### config.mk
export PLATFORM = sky130hd
export DESIGN_NAME = cdb_cfg
export DESIGN_NICKNAME = d
export VERILOG_FILES = /design/src/cdb_pkg.sv /design/src/cdb_cfg.sv
export SDC_FILE = /design/constraint.sdc
export NUM_CORES = 1
export LEC_CHECK = 0
export CORE_MARGIN = 2
export CORE_UTILIZATION = 50
export DETAILED_ROUTE_END_ITERATION = 16
export DONT_BUFFER_PORTS = 1
export PLACE_DENSITY = 0.63
export SKIP_CTS_REPAIR_TIMING = 1
export SYNTH_ARGS = -nofsm -noshare
export SYNTH_HDL_FRONTEND = slang
export SYNTH_SLANG_ARGS = --single-unit
export TNS_END_PERCENT = 1
### constraint.sdc
create_clock -name clk_i -period 0.9 [get_ports clk_i]
set_input_delay 0.045 -clock clk_i [delete_from_list [all_inputs] [get_ports clk_i]]
set_output_delay 0.045 -clock clk_i [all_outputs]
set_load 0.02 [all_outputs]
### src/cdb_pkg.sv
// Shared types, constants and helper functions of the circular deque buffer.
package cdb_pkg;

  // Storage geometry.
  localparam int DEPTH  = 1024;
  localparam int PTR_W  = $clog2(DEPTH);
  localparam int CNT_W  = PTR_W + 1;
  localparam int DATA_W = 8;

  // Configuration port geometry.
  localparam int APB_AW = 3;
  localparam int APB_DW = 32;

  // Register map, indexed by the word address.
  localparam logic REG_CAPACITY = 1'b0;

  localparam logic [CNT_W-1:0] CAP_RESET = CNT_W'(DEPTH);

  // Request codes carried in req_type.
  typedef enum logic [2:0] {
    REQ_PUSH_BACK  = 3'd0,
    REQ_PUSH_FRONT = 3'd1,
    REQ_POP_BACK   = 3'd2,
    REQ_POP_FRONT  = 3'd3,
    REQ_READ_FRONT = 3'd4,
    REQ_READ_BACK  = 3'd5,
    REQ_REMOVE     = 3'd6,
    REQ_CLEAR      = 3'd7
  } req_e;

  // Configuration state handed to the controller.
  typedef struct packed {
    logic [CNT_W-1:0] cap;    // effective capacity, 1..DEPTH
    logic             clear;  // capacity written this cycle
  } cfg_t;

  // One access of the slot memory.
  typedef struct packed {
    logic              we;
    logic [PTR_W-1:0]  waddr;
    logic [DATA_W-1:0] wdata;
    logic              re;
    logic [PTR_W-1:0]  raddr;
  } mem_req_t;

  // Reduces a value below twice the capacity into the range 0..cap-1.
  function automatic logic [PTR_W-1:0] wrap_mod(input logic [CNT_W:0]   val,
                                                input logic [CNT_W-1:0] cap);
    logic [CNT_W:0] diff;
    diff = val - {1'b0, cap};
    return (val >= {1'b0, cap}) ? diff[PTR_W-1:0] : val[PTR_W-1:0];
  endfunction

endpackage

### src/cdb_cfg.sv
// Configuration register block of the circular deque buffer.
module cdb_cfg (
  input  logic                       clk_i,
  input  logic                       rst_ni,
  input  logic                       psel,
  input  logic                       penable,
  input  logic                       pwrite,
  input  logic [cdb_pkg::APB_AW-1:0] paddr,
  input  logic [cdb_pkg::APB_DW-1:0] pwdata,
  output logic [cdb_pkg::APB_DW-1:0] prdata,
  output logic                       pready,
  output cdb_pkg::cfg_t              cfg_o
);

  logic [cdb_pkg::CNT_W-1:0] capacity_q;
  logic [cdb_pkg::CNT_W-1:0] cap_eff_q;
  logic [cdb_pkg::CNT_W-1:0] cap_raw;
  logic [cdb_pkg::CNT_W-1:0] cap_eff_d;
  logic                      wr_en;
  logic                      cap_wr;

  // Write strobe at the access phase.
  assign wr_en   = psel && penable && pwrite;
  assign cap_wr  = wr_en && (paddr[2] == cdb_pkg::REG_CAPACITY);
  assign cap_raw = pwdata[cdb_pkg::CNT_W-1:0];

  // Clamp the written capacity into 1..DEPTH.
  always_comb begin
    if (cap_raw == '0) begin
      cap_eff_d = cdb_pkg::CNT_W'(1);
    end else if (cap_raw > cdb_pkg::CNT_W'(cdb_pkg::DEPTH)) begin
      cap_eff_d = cdb_pkg::CNT_W'(cdb_pkg::DEPTH);
    end else begin
      cap_eff_d = cap_raw;
    end
  end

  // Capacity register, raw and clamped.
  always_ff @(posedge clk_i or negedge rst_ni) begin
    if (!rst_ni) begin
      capacity_q <= cdb_pkg::CAP_RESET;
      cap_eff_q  <= cdb_pkg::CAP_RESET;
    end else if (cap_wr) begin
      capacity_q <= cap_raw;
      cap_eff_q  <= cap_eff_d;
    end
  end

  // Read decode.
  always_comb begin
    unique case (paddr[2])
      cdb_pkg::REG_CAPACITY: prdata = {(cdb_pkg::APB_DW - cdb_pkg::CNT_W)'(0), capacity_q};
      default:               prdata = '0;
    endcase
  end

  assign pready       = 1'b1;
  assign cfg_o.cap    = cap_eff_q;
  assign cfg_o.clear  = cap_wr;

endmodule

Word-level counts from Yosys, hierarchy flattened
Index checks and enable logic that the tools add are counted.

storage, ports and cells
  output and inout port bits = 45
  register bits = 22
  input port bits = 40

cells by class
  order comparisons = 1
  bitwise logic cells = 1
  muxes and demuxes = 3
  reductions and logical operators = 4

operator list
  cell                  count
  $mux 11               3
  $gt 11x11->1 const B  1
  $logic_not 11->1      1
  $logic_and 1x1->1     3
  $not 1->1             1

Longest topological paths before layout
  depth in word-level cells = 3
  depth in mapped cells = 5

Worst setup path before layout
Ideal clock, no wire load.

  kind = register to output
  start point = reg capacity_q[10] (netlist bit)
  end point = out prdata[10] (netlist bit)
  data required time = 0.855 ns
  slack = 0.019 ns
  stages on the path, launching flop included = 2
  arrival time = 0.836 ns
  cell sequence = dfstp_2 nor2b_1

on the way
  word-level cells in the longest chain between the ends = 1

RTL lines
  element                 RTL line       text
  from (decl)             cdb_cfg.sv:15  logic [cdb_pkg::CNT_W-1:0] capacity_q;
  from (signal assigned)  cdb_cfg.sv:41  capacity_q <= cdb_pkg::CAP_RESET;
  from (signal assigned)  cdb_cfg.sv:44  capacity_q <= cap_raw;
  $mux 11                 cdb_cfg.sv:51  unique case (paddr[2])
  to (decl)               cdb_cfg.sv:10  output logic [cdb_pkg::APB_DW-1:0] prdata,

No other way between the ends.

Worst setup path after layout
Ends and elaborated chain as after synthesis.

==> run summary <==
• **status** finished, violations left
• **failing checks** negative setup slack
• **final hold slack** 12.5 ps
• **pin count of the biggest net entering global routing** 23
• **RSZ-0062 raised after global routing** true
• **count of input and output buffers** 0
• **ant diodes** 0
• **most common cell after layout, fill and taps aside** nand2_1
• **final-stage net count** 204
• **Synth Area per Inst** 9.11 um^2
• **cell-by-cell listing of the critical path** nor2b_4, buf_6
• **ratio of final minimum period to clock period** 129%
• **Yosys Warn Count** 0
• **data required time of the worst path** 850 ps
• **number of buffers created by CTS** 3
• **final critical-path required period** 1160 ps
• **worst supply voltage drop on vdd** 1.01 mV
• **total DRC errors in the routed layout** 0
• **critical path endpoint category** output pin
• **GRT Resource Usage Total** 18.9%
• **proportion of netlist area held by the largest area contributor** 42.6%
• **via/cell ratio** 4.65
• **maximum buffer depth of the clock tree** 2
• **total leakage power** 0.000803 uW
• **share of layout cells above drive strength 1** 23.9%
• **number of cells after detailed placement** 175
• **number of max-capacitance violations reported** 0
• **count of distinct cell types in the synthesized netlist** 20
• **area enclosed by the die boundary** 0.00275 mm^2
• **crit path DAT** 1120 ps
• **Placeable Area** 0.00221 mm^2
• **top library cells by usage in the layout, fill and taps aside** nand2_1, conb_1, dfrtp_1
• **timing-limited maximum frequency** 859 MHz
• **number of antenna violations at the first check in global routing** 0
• **# clock sinks** 22
• **clock-pin slew on the worst setup and hold paths** 120 ps
• **number of placement rows** 17
• **effective utilization at floorplan** 53.1%
• **Layout Cells excl Fill** 191
• **flop and latch count out of synthesis** 22
• **power density cells** 1800 mW/mm^2
• **clock tree from TritonCTS** done
• **slew at the pin closest to its max-slew limit** 977 ps
• **die boundary width** 52.5 um
• **total via count after detailed routing** 889
• **number of routed nets with antenna violations** 0
• **startpoint-to-endpoint class of the critical path** register to output pin
• **RD Place Congestion** 0.675
• **leftover overflow at the end of global routing** 0
• **violation count after the first detailed-routing iteration** 10
• **Vert. Die Dim** 52.5 um
• **sequential cell area fraction in the yosys report** 47.1%
• **first-pass iteration count of the detailed router** 4
• **largest stage delay on the critical path** 550 ps
• **wire length of the first global-routing pass** 3620 um
• **Routed WL** 2480 um
• **number of instances in the synthesized netlist** 129
• **cell taking the most area after synthesis** dfrtp_1
• **crit path setup slack, layout** -265 ps
• **clock root buffer** clkbuf_4
• **depth of the CTS H-tree** 1
• **count of pins on the block boundary** 85
• **Tot Pwr** 2690 uW
• **critical path fanouts, max** 2
• **count of endpoints failing hold in the final timing report** 0
• **area overhead of the layout relative to synthesis** 27.3%
• **post-synthesis instance area** 0.00117 mm^2
• **final count of pins violating max slew** 0
• **Hold Crit Class** input pin to register
• **clock skew after layout** 0 ps
• **via count of the first global-routing pass** 797
• **post-DR wirelength/cell** 13.0 um
• **final setup violation count** 43
• **Detailed Place HPWL** 1760 um
• **Clock Latency Late Sink** 320 ps
• **Synth area leaders** dfrtp_1, buf_4, nand2_1
• **slowest CP cell** dfstp_2
• **Max transition margin** 34.6%
• **startpoint type of the worst setup path** register
==> power breakdown <==
part           leakage (uW)  total [uW]  internal [uW]  switching, uW
Clock             0.0000210         559            248            311
Combinational      0.000506         839            384            455
Sequential         0.000276        1290           1170            116
==> registers in the layout (all words and copies together) (netlist names) <==
register	count
cap_eff_q	11
capacity_q	11
==> critical path: cells and delay by family (launching register included) <==
kind                   cells  cell delay [ps]
flip-flops                 1              550
AND/OR/NAND/NOR            1              140
buffers and inverters      1              120
==> logic make-up after synthesis <==
| kind of cell | after synthesis | synth area share, % |
|---|---|---|
| simple gates | 63 | 27.5 |
| buf+inv | 30 | 18.1 |
| flops | 22 | 47.1 |
| compound gates | 12 | 6.71 |
| other cells | 2 | 0.639 |
==> cells in the mapped netlist, drive strengths merged <==
cell and instances:
a21o 2, a22oi 4, a311oi 1, buf 27
clkbuf 1, conb 2, dfrtp 20, dfstp 2
inv 2, nand2 44, nand4b 2, nor2 3
nor2b 11, nor3 2, nor4 1, o21ai 5
==> layer usage <==
metal  global-route usage [%]  part of all wire (%)
met5                        0                     0
met4                     10.3                   2.1
met3                     4.57                   6.0
met2                     31.3                    52
met1                     22.3                    40
==> layout make-up <==
class	count	area [um^2]
multi-input cells	97	499
flip-flops and latches	22	553
repair buffers	38	360
fillers	203	717
clock buffers	4	36.3
well taps	28	35.0
inverters	2	11.3
==> path summary, 6_finish.rpt <==
path / slack (ps) / start / to / cells past startpoint
min: 10 / pwdata[5] / cap_eff_q[6] / 3
max reg2reg: 120 / cap_eff_q[10] / cap_eff_q[10] / 1
max in group asynchronous: -10 / rst_ni / cap_eff_q[7] / 1
min in group asynchronous: 320 / rst_ni / cap_eff_q[2] / 1
max: -260 / capacity_q[10] / prdata[10] / 2
min reg2reg: 480 / capacity_q[6] / capacity_q[6] / 2
==> per-stage QoR <==
stage / utilization, % / cell area [um^2] / TNS (ps) / worst slack, ps
4_1_cts: 59.3 / 1310 / -2220 / -324
5_1_grt: 67.6 / 1500 / -7030 / -319
2_1_floorplan: - / 1250 / 0 / 18.6
6_report: 67.6 / 1500 / -2960 / -265
3_5_place_dp: 57.6 / 1270 / 0 / 21.2
3_3_place_gp: 57.6 / 1270 / 0 / 47.2
Note: power is estimated with default switching activity, not from simulation.
